File: config.mk
export PLATFORM = sky130hd
export DESIGN_NAME = binomial_and_permutation_count
export DESIGN_NICKNAME = d
export VERILOG_FILES = /design/src/hdl/bpc_pkg.sv /design/src/hdl/bpc_datapath.sv /design/src/hdl/bpc_controller.sv /design/src/hdl/binomial_and_permutation_count.sv
export SDC_FILE = /design/constraint.sdc
export NUM_CORES = 1
export LEC_CHECK = 0
export BUFFER_PORTS_ARGS = -buffer_cell sky130_fd_sc_hd__buf_4
export CAP_MARGIN = 20
export CELL_PAD_IN_SITES_DETAIL_PLACEMENT = 1
export CELL_PAD_IN_SITES_GLOBAL_PLACEMENT = 2
export CORE_MARGIN = 2
export CORE_UTILIZATION = 42
export DETAILED_ROUTE_END_ITERATION = 16
export GPL_TIMING_DRIVEN = 1
export PLACE_DENSITY = 0.85
export REMOVE_ABC_BUFFERS = 1
export SETUP_SLACK_MARGIN = 0.3
export SYNTH_ARGS = -nofsm -noshare
export SYNTH_HDL_FRONTEND = slang
export SYNTH_SLANG_ARGS = --single-unit
File: constraint.sdc
create_clock -name clk -period 7.9 [get_ports clk]
set_input_delay 0.79 -clock clk [delete_from_list [all_inputs] [get_ports clk]]
set_output_delay 0.79 -clock clk [all_outputs]
set_load 0.01 [all_outputs]
File: src/hdl/bpc_pkg.sv
package bpc_pkg;

  // field widths
  localparam int N_W       = 6;
  localparam int COUNT_W   = 63;
  localparam int PROD_W    = COUNT_W + N_W;
  localparam int REM_W     = N_W;
  localparam int DCNT_W    = $clog2(PROD_W);
  localparam int IN_DATA_W = 16;
  localparam int OUT_DATA_W = 64;

  localparam int DEFAULT_MAX_N = 63;

  localparam logic [COUNT_W-1:0] COUNT_MAX = {COUNT_W{1'b1}};

  // operation codes
  localparam logic OP_NCR = 1'b0;
  localparam logic OP_NPR = 1'b1;

  // controller to datapath commands
  typedef struct packed {
    logic load;
    logic mul;
    logic perm_step;
    logic div_init;
    logic div_step;
    logic quo_take;
    logic out_load;
  } cmd_t;

  // datapath to controller status
  typedef struct packed {
    logic zero;
    logic loop_done;
    logic op;
    logic ovf;
    logic div_last;
  } sts_t;

endpackage

File: src/hdl/bpc_datapath.sv
module bpc_datapath #(
  parameter int MAX_N = bpc_pkg::DEFAULT_MAX_N
) (
  input  logic                             clk,
  input  logic                             rst_n,
  input  bpc_pkg::cmd_t                    cmd,
  output bpc_pkg::sts_t                    sts,
  input  logic [bpc_pkg::IN_DATA_W-1:0]    in_tdata,
  input  logic                             in_tuser,
  output logic [bpc_pkg::OUT_DATA_W-1:0]   out_tdata,
  output logic                             out_tuser
);

  localparam int N_W     = bpc_pkg::N_W;
  localparam int COUNT_W = bpc_pkg::COUNT_W;
  localparam int PROD_W  = bpc_pkg::PROD_W;
  localparam int REM_W   = bpc_pkg::REM_W;
  localparam int DCNT_W  = bpc_pkg::DCNT_W;
  localparam logic [N_W-1:0] MAX_N_V = N_W'(MAX_N);

  logic               op_r;
  logic               zero_r;
  logic               sat_r;
  logic [N_W-1:0]     n_r;
  logic [N_W-1:0]     k_r;
  logic [N_W-1:0]     i_r;
  logic [COUNT_W-1:0] acc_r;
  logic [PROD_W-1:0]  prod_r;
  logic [REM_W-1:0]   rem_r;
  logic [DCNT_W-1:0]  dcnt_r;
  logic [COUNT_W-1:0] out_count_r;
  logic               out_sat_r;

  logic [N_W-1:0]     n_in;
  logic [N_W-1:0]     n_clamp;
  logic [N_W-1:0]     r_in;
  logic [N_W-1:0]     n_minus_r;
  logic [N_W-1:0]     k_in;
  logic [N_W-1:0]     factor;
  logic [N_W-1:0]     den;
  logic [REM_W:0]     trial;
  logic [REM_W:0]     trial_sub;
  logic               trial_ge;
  logic               ovf;

  // input decode: clamp n, pick the shorter side for combinations
  assign n_in      = in_tdata[N_W-1:0];
  assign r_in      = in_tdata[2*N_W-1:N_W];
  assign n_clamp   = (n_in > MAX_N_V) ? MAX_N_V : n_in;
  assign n_minus_r = n_clamp - r_in;
  assign k_in      = ((in_tuser == bpc_pkg::OP_NCR) && (n_minus_r < r_in)) ? n_minus_r : r_in;

  // step operands
  assign factor    = n_r - i_r;
  assign den       = i_r + N_W'(1);
  assign ovf       = |prod_r[PROD_W-1:COUNT_W];

  // one restoring divide step
  assign trial     = {rem_r, prod_r[PROD_W-1]};
  assign trial_ge  = (trial >= {1'b0, den});
  assign trial_sub = trial - {1'b0, den};

  // operand and loop registers
  always_ff @(posedge clk) begin
    if (cmd.load) begin
      op_r   <= in_tuser;
      n_r    <= n_clamp;
      k_r    <= k_in;
      zero_r <= (r_in > n_clamp);
      i_r    <= '0;
      acc_r  <= COUNT_W'(1);
      sat_r  <= 1'b0;
    end
    if (cmd.mul) begin
      prod_r <= {{N_W{1'b0}}, acc_r} * {{COUNT_W{1'b0}}, factor};
    end
    if (cmd.perm_step) begin
      if (ovf) begin
        acc_r <= bpc_pkg::COUNT_MAX;
        sat_r <= 1'b1;
      end else begin
        acc_r <= prod_r[COUNT_W-1:0];
        i_r   <= i_r + N_W'(1);
      end
    end
    if (cmd.div_init) begin
      rem_r  <= '0;
      dcnt_r <= '0;
    end
    if (cmd.div_step) begin
      rem_r  <= trial_ge ? trial_sub[REM_W-1:0] : trial[REM_W-1:0];
      prod_r <= {prod_r[PROD_W-2:0], trial_ge};
      dcnt_r <= dcnt_r + DCNT_W'(1);
    end
    if (cmd.quo_take) begin
      acc_r <= prod_r[COUNT_W-1:0];
      i_r   <= i_r + N_W'(1);
    end
  end

  // result register
  always_ff @(posedge clk) begin
    if (cmd.out_load) begin
      out_count_r <= zero_r ? '0 : acc_r;
      out_sat_r   <= sat_r & ~zero_r;
    end
  end

  assign sts.zero      = zero_r;
  assign sts.loop_done = (i_r == k_r);
  assign sts.op        = op_r;
  assign sts.ovf       = ovf;
  assign sts.div_last  = (dcnt_r == DCNT_W'(PROD_W - 1));

  assign out_tdata = {{(bpc_pkg::OUT_DATA_W - COUNT_W){1'b0}}, out_count_r};
  assign out_tuser = out_sat_r;

  // the overflow branch clamps the count and sets the saturation flag
  a_sat_max: assert property (@(posedge clk) disable iff (!rst_n)
    cmd.perm_step && ovf |=> acc_r == bpc_pkg::COUNT_MAX && sat_r)
    else $error("saturation did not clamp the count");

  // exact division leaves a quotient that fits the count width
  a_quo_fits: assert property (@(posedge clk) disable iff (!rst_n)
    cmd.quo_take |-> !ovf)
    else $error("quotient wider than count");

endmodule

File: src/hdl/bpc_controller.sv
module bpc_controller (
  input  logic          clk,
  input  logic          rst_n,
  input  logic          in_tvalid,
  output logic          in_tready,
  output logic          out_tvalid,
  input  logic          out_tready,
  output bpc_pkg::cmd_t cmd,
  input  bpc_pkg::sts_t sts
);

  localparam logic [2:0] ST_IDLE   = 3'd0;
  localparam logic [2:0] ST_CHECK  = 3'd1;
  localparam logic [2:0] ST_ACC    = 3'd2;
  localparam logic [2:0] ST_DIV    = 3'd3;
  localparam logic [2:0] ST_QUO    = 3'd4;
  localparam logic [2:0] ST_FINISH = 3'd5;

  logic [2:0] state_r;
  logic [2:0] state_nxt;
  logic       out_valid_r;
  logic       out_valid_nxt;

  // sequencing of one item
  always_comb begin
    state_nxt = state_r;
    cmd       = '0;
    in_tready = 1'b0;
    case (state_r)
      ST_IDLE: begin
        in_tready = 1'b1;
        if (in_tvalid) begin
          cmd.load  = 1'b1;
          state_nxt = ST_CHECK;
        end
      end
      ST_CHECK: begin
        if (sts.zero || sts.loop_done) begin
          state_nxt = ST_FINISH;
        end else begin
          cmd.mul   = 1'b1;
          state_nxt = ST_ACC;
        end
      end
      ST_ACC: begin
        if (sts.op == bpc_pkg::OP_NPR) begin
          cmd.perm_step = 1'b1;
          state_nxt     = sts.ovf ? ST_FINISH : ST_CHECK;
        end else begin
          cmd.div_init = 1'b1;
          state_nxt    = ST_DIV;
        end
      end
      ST_DIV: begin
        cmd.div_step = 1'b1;
        if (sts.div_last) begin
          state_nxt = ST_QUO;
        end
      end
      ST_QUO: begin
        cmd.quo_take = 1'b1;
        state_nxt    = ST_CHECK;
      end
      ST_FINISH: begin
        if (!out_valid_r || out_tready) begin
          cmd.out_load = 1'b1;
          state_nxt    = ST_IDLE;
        end
      end
      default: begin
        state_nxt = ST_IDLE;
      end
    endcase
  end

  // output register occupancy
  always_comb begin
    out_valid_nxt = out_valid_r;
    if (cmd.out_load) begin
      out_valid_nxt = 1'b1;
    end else if (out_tready) begin
      out_valid_nxt = 1'b0;
    end
  end

  always_ff @(posedge clk) begin
    if (!rst_n) begin
      state_r     <= ST_IDLE;
      out_valid_r <= 1'b0;
    end else begin
      state_r     <= state_nxt;
      out_valid_r <= out_valid_nxt;
    end
  end

  assign out_tvalid = out_valid_r;

  // a waiting result is never overwritten
  a_no_overwrite: assert property (@(posedge clk) disable iff (!rst_n)
    cmd.out_load |-> (!out_valid_r || out_tready))
    else $error("result register overwritten");

  // an accepted item starts with the loop check
  a_start: assert property (@(posedge clk) disable iff (!rst_n)
    (in_tvalid && in_tready) |=> state_r == ST_CHECK)
    else $error("accepted item did not start");

  // the divider runs its full count
  a_div_run: assert property (@(posedge clk) disable iff (!rst_n)
    (state_r == ST_DIV && !sts.div_last) |=> state_r == ST_DIV)
    else $error("divide ended early");

endmodule

File: src/hdl/binomial_and_permutation_count.sv
// Binomial and permutation counter.
// Input channel (in_*): one transfer gives n and r in in_tdata and the
// operation in in_tuser (0 = nCr, 1 = nPr). Result channel (out_*): one
// transfer per input item, the count in out_tdata and the saturation flag
// in out_tuser. n above MAX_N is clamped; r above n gives a count of 0.
// nCr runs k = min(r, n-r) steps, each a 63x6 multiply and a 69-bit
// restoring divide at one quotient bit per cycle. nPr runs r multiply
// steps, stopping early when the product saturates. The block holds one
// item at a time; in_tready is high only while it is waiting for an item,
// and a new item is taken while the previous result still sits in the
// output register. If the receiver stalls, the result waits in the output
// register and the next item finishes its work, then holds until that
// register is taken. Reset (rst_n low, synchronous) empties the output
// register and returns the sequencer to waiting for an item.
module binomial_and_permutation_count #(
  parameter int MAX_N = bpc_pkg::DEFAULT_MAX_N
) (
  input  logic                             clk,
  input  logic                             rst_n,
  input  logic                             in_tvalid,
  output logic                             in_tready,
  // in_tdata: n_total [5:0], r_chosen [11:6], zero fill [15:12]
  input  logic [bpc_pkg::IN_DATA_W-1:0]    in_tdata,
  // in_tuser: operation [0]
  input  logic                             in_tuser,
  output logic                             out_tvalid,
  input  logic                             out_tready,
  // out_tdata: count [62:0], zero fill [63]
  output logic [bpc_pkg::OUT_DATA_W-1:0]   out_tdata,
  // out_tuser: saturated [0]
  output logic                             out_tuser
);

  bpc_pkg::cmd_t cmd;
  bpc_pkg::sts_t sts;

  bpc_controller u_ctrl (
    .clk        (clk),
    .rst_n      (rst_n),
    .in_tvalid  (in_tvalid),
    .in_tready  (in_tready),
    .out_tvalid (out_tvalid),
    .out_tready (out_tready),
    .cmd        (cmd),
    .sts        (sts)
  );

  bpc_datapath #(
    .MAX_N (MAX_N)
  ) u_dp (
    .clk       (clk),
    .rst_n     (rst_n),
    .cmd       (cmd),
    .sts       (sts),
    .in_tdata  (in_tdata),
    .in_tuser  (in_tuser),
    .out_tdata (out_tdata),
    .out_tuser (out_tuser)
  );

endmodule
* Yosys cells after proc, flatten, opt, wreduce, memory -nomap -nowiden *
Cells that the tools add are included.

word-level totals
  flip-flop bits (word level) = 234
  bits of input ports = 21
  output and inout port bits = 67
  logic and storage cells = 89

cells by class
  $add $sub $neg = 5
  $mul = 1
  $lt $le $gt $ge = 4
  equality and inequality tests = 10
  multiplexer cells = 41
  bitwise logic cells = 3
  reductions and logical operators = 11

operator list
  cell                 number
  $mux 63              4
  $mux 69              2
  $mul 63x6->69        1
  $mux 6               9
  $mux 3               6
  $pmux 3 s6           1
  $sub 6x6->6          3
  $mux 1               16
  $mux 7               2
  $add 7x1->7 const B  1
  $eq 7x7->1 const B   1
  $ge 7x6->1           1
  $add 6x1->6 const B  1
  $eq 3x2->1 const B   2
  $eq 3x3->1 const B   2
  $eq 6x6->1           1
  $gt 6x6->1           1
  $gt 6x6->1 const B   1
  $lt 6x6->1           1
  $reduce_bool 2->1    3
  $reduce_or 6->1      1
  $ne 2x2->1 const B   2
  $eq 3x1->1 const B   1
  $logic_not 3->1      1
  9 further kinds      11

* Longest topological paths before layout *
  depth after elaboration = 6
  depth in mapped cells = 27
  gate-level depth less buffers = 25

* Cells and area by module *
Synthesis repeated with hierarchy kept, for this count alone.

unflattened totals
  cell total of the unflattened synthesis = 2389
  area, all modules = 22544.1 µm²

by module, submodules not included
  module          times used  cells an instance  area each (µm²)  seq. area each (µm²)
  bpc_datapath    1           2347               22220.1          6836.6
  bpc_controller  1           42                 324.1            80.1

* Least setup slack after synthesis *
No wires, ideal clock.

  path type = register to register
  start point = reg u_dp.i_r[1]
  end point = reg u_dp.prod_r[68], data pin
  setup time = 265 ps
  data arrival time = 5888 ps
  required time = 7635 ps
  slack = 1746 ps
  cell stages (with the launch flop) = 26
  buffers on the path = 1
  clock period less this slack = 6154 ps
  path through = dfxtp_1 -> inv_1 -> ha_1 -> a21o_1 -> a21oi_1 -> o21bai_1 -> a21oi_1 -> xnor2_1 -> clkbuf_1 -> and2_1 -> fa_1 -> inv_1 -> fa_1 -> fa_1 -> inv_1 -> ha_1 -> a21oi_1 -> nand2_1 -> or2_2 -> a21oi_1 -> o211ai_1 -> a211o_1 -> o21ai_1 -> o41ai_1 -> and4b_1 -> or3_1

on the way
  cells in the longest elaborated chain, start to end = 4

RTL lines
  element                 RTL line            text
  start, declared         bpc_datapath.sv:26  logic [N_W-1:0] i_r;
  start signal, assigned  bpc_datapath.sv:83  i_r <= i_r + N_W'(1);
  start signal, assigned  bpc_datapath.sv:97  i_r <= i_r + N_W'(1);
  $sub 6x6->6             bpc_datapath.sv:54  assign factor = n_r - i_r;
  $mul 63x6->69           bpc_datapath.sv:75  prod_r <= {{N_W{1'b0}}, acc_r} * {{COUNT_W{1'b0}}, factor};
  $mux 69                 bpc_datapath.sv:74  if (cmd.mul) begin
  $mux 69                 bpc_datapath.sv:90  if (cmd.div_step) begin
  end signal, assigned    bpc_datapath.sv:75
  end signal, assigned    bpc_datapath.sv:92  prod_r <= {prod_r[PROD_W-2:0], trial_ge};
  end, declared           bpc_datapath.sv:28  logic [PROD_W-1:0] prod_r;

Every way passes these cells. The select of a mux whose other input is x is not followed.
A chain may end at the register's enable or synchronous reset.

* Worst setup path after layout *
  start point = reg u_dp.i_r[1]
  end point = reg u_dp.prod_r[47], data pin

Same word-level chain as after synthesis.

==> metrics list <==
- Data on the critical path arrives at its endpoint at 7.43 ns.
- The first TritonRoute pass finished after 7 iterations.
- Core Region: 52400 sq um
- Summed over all layers, the routed wires come to 58.7 mm.
- Drt via density: 5.36
- Of all nets on the critical path, the largest fanout is 33.
- Total number of nets in the final design: between 2000 and 3000
- Post-cts hold buffer count: 0
- Slew Limit Fails: 0
- Min Tclk post-route: 7.13 ns
- Total gr overflow: 0
- Routability-driven placement finished with a final weighted congestion of about 0.86.
* Delay contributed by the slowest stage of the critical path: 0.55 ns
* Worst Path Buf+Inv: 4
- Post-Syn Area per Cell: 9.66 sq um
* Effective utilization at floorplan: 0.423
- Count of inserted antenna diode cells: 0
- Number of register bits inferred by synthesis: 234
- Area of the die: 54700 sq um
- EDFF count, synth: 223
- For this run, design rule violations remaining after detail routing come to 0.
- Port buffering added 82 buffers.
- Minimum hold slack: 0.381 ns
- Worst relative slew slack: 0.298
- Timing would allow up to around 140 MHz.
* Synth async-reset ratio: 0
- # setup viols final: 0
- Actual slew at the worst max-slew pin: 1.05 ns
- The longest clock path from root to sink contains 3 buffers.
* Startpoint class of the critical path: flop
* Number of top-level pins: 88
- For the final routed database, the setup TNS stands at 0 ns.
- Ratio of cells with drive above 1 in the final layout: 0.0771
- Sort of element at the end of the critical path: flop
* Worst clock skew: 0.0333 ns
* Number of violations of the max-capacitance limit: 0
- Antenna violations before repair: 0
- Of the available clock period, the critical path in the final layout requires 0.903.
* Synthesis-to-layout area growth: 10.3%
- The mapped netlist covers 22200 sq um.
* CP delay by family, top: compound AO/OA/AOI/OAI gates
- The first global-routing pass estimated 96.3 mm of wire.
* Clock Sinks: 234
- Maximum number of pins on one net before global-route repair: 70
* Min-Delay Path Class: input port to flop
- After the first detailed-routing iteration, the DRC count stood at 865.
- The count of nets left with antenna violations once routing finished came out at 0.
- Status: complete, no violations
* Crit path required time: 8.20 ns
- Unrepaired setup endpoints after global routing: false
* Clock insertion delay at the later pin of the skew report: 0.60 ns
- Total CTS buffers: 31
- During synthesis, Yosys emitted a total of 0 warnings.
- Most frequently used flop master after synthesis: edfxtp_1
* Standard cell with the maximum stage delay on the critical path: fa_1
* Cell repeated most along the worst path: a21oi_1
- Die extent in y: ~230 microns
- The library cell used most frequently in the layout, excluding fill and tap cells, is inv_1.
* Type of the worst setup path: flop to flop
* Detailed Place HPWL: 42.8 mm
- Number of core rows: 84
* Clock tree from TritonCTS: built
* Cell chosen for the clock root: clkbuf_16
* Clock edge transition at the registers on the reported setup and hold paths: 0.06 ns
- In the synthesized netlist, the number of instances is 2299.
* Deepest level of the CTS H-tree: 1
- For this run, the total global-route usage over all layers was measured as 0.221.
* Yosys cell types: 60
- Commonest cells after routing, fill and taps aside: 309 x inv_1, 247 x fa_1, 223 x edfxtp_1
* Horizontal die dimension: 234 microns
- The number of global-route vias before repair was 18100.
* Register area share after synthesis: 0.312
* Routed length per placed instance: 19.4 microns
* Vias after detailed routing: 16200
- Hold Vio Cnt, Final: 0
==> cell usage after synthesis (3+ instances only) <==
cell	n	area [sq um]
or2_2	6	37.5
clkbuf_1	107	402
a21o_1	36	270
o31a_1	4	35.0
mux2i_1	3	30.0
xor2_1	32	280
and3_1	5	31.3
edfxtp_1	223	6700
o21ai_0	65	325
nand2_1	220	826
xnor2_1	55	482
nor4b_1	3	26.3
inv_1	309	1160
buf_1	8	30.0
nor2_1	109	409
nor2b_1	76	475
o31ai_1	4	30.0
and2_1	194	1210
a31oi_1	16	100
a211o_1	3	26.3
a211oi_1	5	37.5
nor3_1	14	70.1
fa_1	248	4960
o21a_1	70	526
o211ai_1	11	82.6
or3_1	4	25.0
nand4_1	32	200
nor3b_1	3	22.5
nand3_1	30	150
o21bai_1	18	135
dfxtp_1	11	220
ha_1	103	1290
nand2b_1	72	450
mux2_2	4	45.0
nor4_1	6	37.5
a21oi_1	152	761
buf_4	6	45.0
o21ai_1	3	15.0
==> metrics by stage <==
stage          setup slack, ns  instance area [sq um]  utilization  instances
2_1_floorplan            0.189                  21700            -       2175
3_3_place_gp             0.721                  23400        0.446       2964
3_5_place_dp             0.603                  23400        0.447       2965
4_1_cts                  0.554                  24500        0.466       3021
5_1_grt                  0.353                  24500        0.467       3022
6_report                 0.766                  24500        0.467       3022
==> registers in the layout, indices dropped and copies added (netlist names) <==
name               cells
u_dp.op_r              1
u_dp.k_r               6
u_dp.n_r               6
u_dp.zero_r            1
u_dp.dcnt_r            7
u_dp.acc_r            63
u_dp.i_r               6
u_dp.prod_r           69
u_dp.out_tuser         1
u_dp.rem_r             6
u_ctrl.state_r         3
u_dp.out_count_r      63
u_ctrl.out_tvalid      1
u_dp.sat_r             1
==> path summary, 6_finish.rpt <==
path | cells after the start | from | slack, ns | to
max | 25 | u_dp.i_r[1]$_DFF_P_ | 0.77 | u_dp.prod_r[47]$_DFFE_PP_
min | 1 | in_tuser | 0.38 | u_dp.op_r$_DFFE_PP_
max reg2reg | 25 | u_dp.i_r[1]$_DFF_P_ | 0.77 | u_dp.prod_r[47]$_DFFE_PP_
min reg2reg | 1 | u_dp.sat_r$_DFF_P_ | 0.48 | u_dp.sat_r$_DFF_P_
==> per-layer routing <==
metal  wire length, microns  GRT usage  part of all wire  vias up
met5                      0          0                 0        -
met4                   1360     0.0599             0.023        0
li1                       -          -                 -     7507
met2                  29400      0.389              0.50      254
met3                   1830     0.0191             0.031       78
met1                  26100      0.293              0.45     8349
==> worst reg2reg max path, cell delays in order, from the launching register on <==
cell	delay [ns]
dfxtp_1	0.41
inv_1	0.13
ha_1	0.31
a21o_1	0.16
a21oi_1	0.28
o21bai_1	0.10
a21oi_1	0.24
xnor2_2	0.09
buf_6	0.20
and2_1	0.21
fa_1	0.54
inv_1	0.06
fa_1	0.50
fa_1	0.55
inv_1	0.04
ha_1	0.37
o211ai_1	0.14
o211ai_1	0.32
a31oi_2	0.23
o31ai_1	0.41
a21oi_1	0.21
o221ai_1	0.54
nand4_1	0.22
o211ai_1	0.24
xnor2_1	0.20
a21oi_1	0.12
==> kinds of logic after synthesis <==
group | after synthesis | synth area share
AO/OA/AOI/OAI | 407 | 0.114
XOR/XNOR | 87 | 0.0343
flip-flops | 234 | 0.312
adder cells (fa/ha/maj) | 351 | 0.282
other | 1 | 0.000169
AND/OR/NAND/NOR | 779 | 0.181
multiplexers | 7 | 0.00338
buffers and inverters | 433 | 0.0744
==> area by class of cell <==
type | instances | area (sq um)
multi-input combinational | 1632 | 13700
timing repair buffer | 103 | 801
tap | 688 | 861
clock inverter | 16 | 211
sequential | 234 | 6920
fill | 5810 | 27900
clock buffer | 40 | 820
inverter | 309 | 1160
==> what timing repair did <==
action | 4_1_cts | 5_1_grt
endpoints found under the setup margin | 0 | 14
gates resized for setup | 0 | 5
setup buffers | 0 | 0
Power is not shown: default switching activity piles up to over one toggle a cycle in this logic, so the estimate is an artifact.
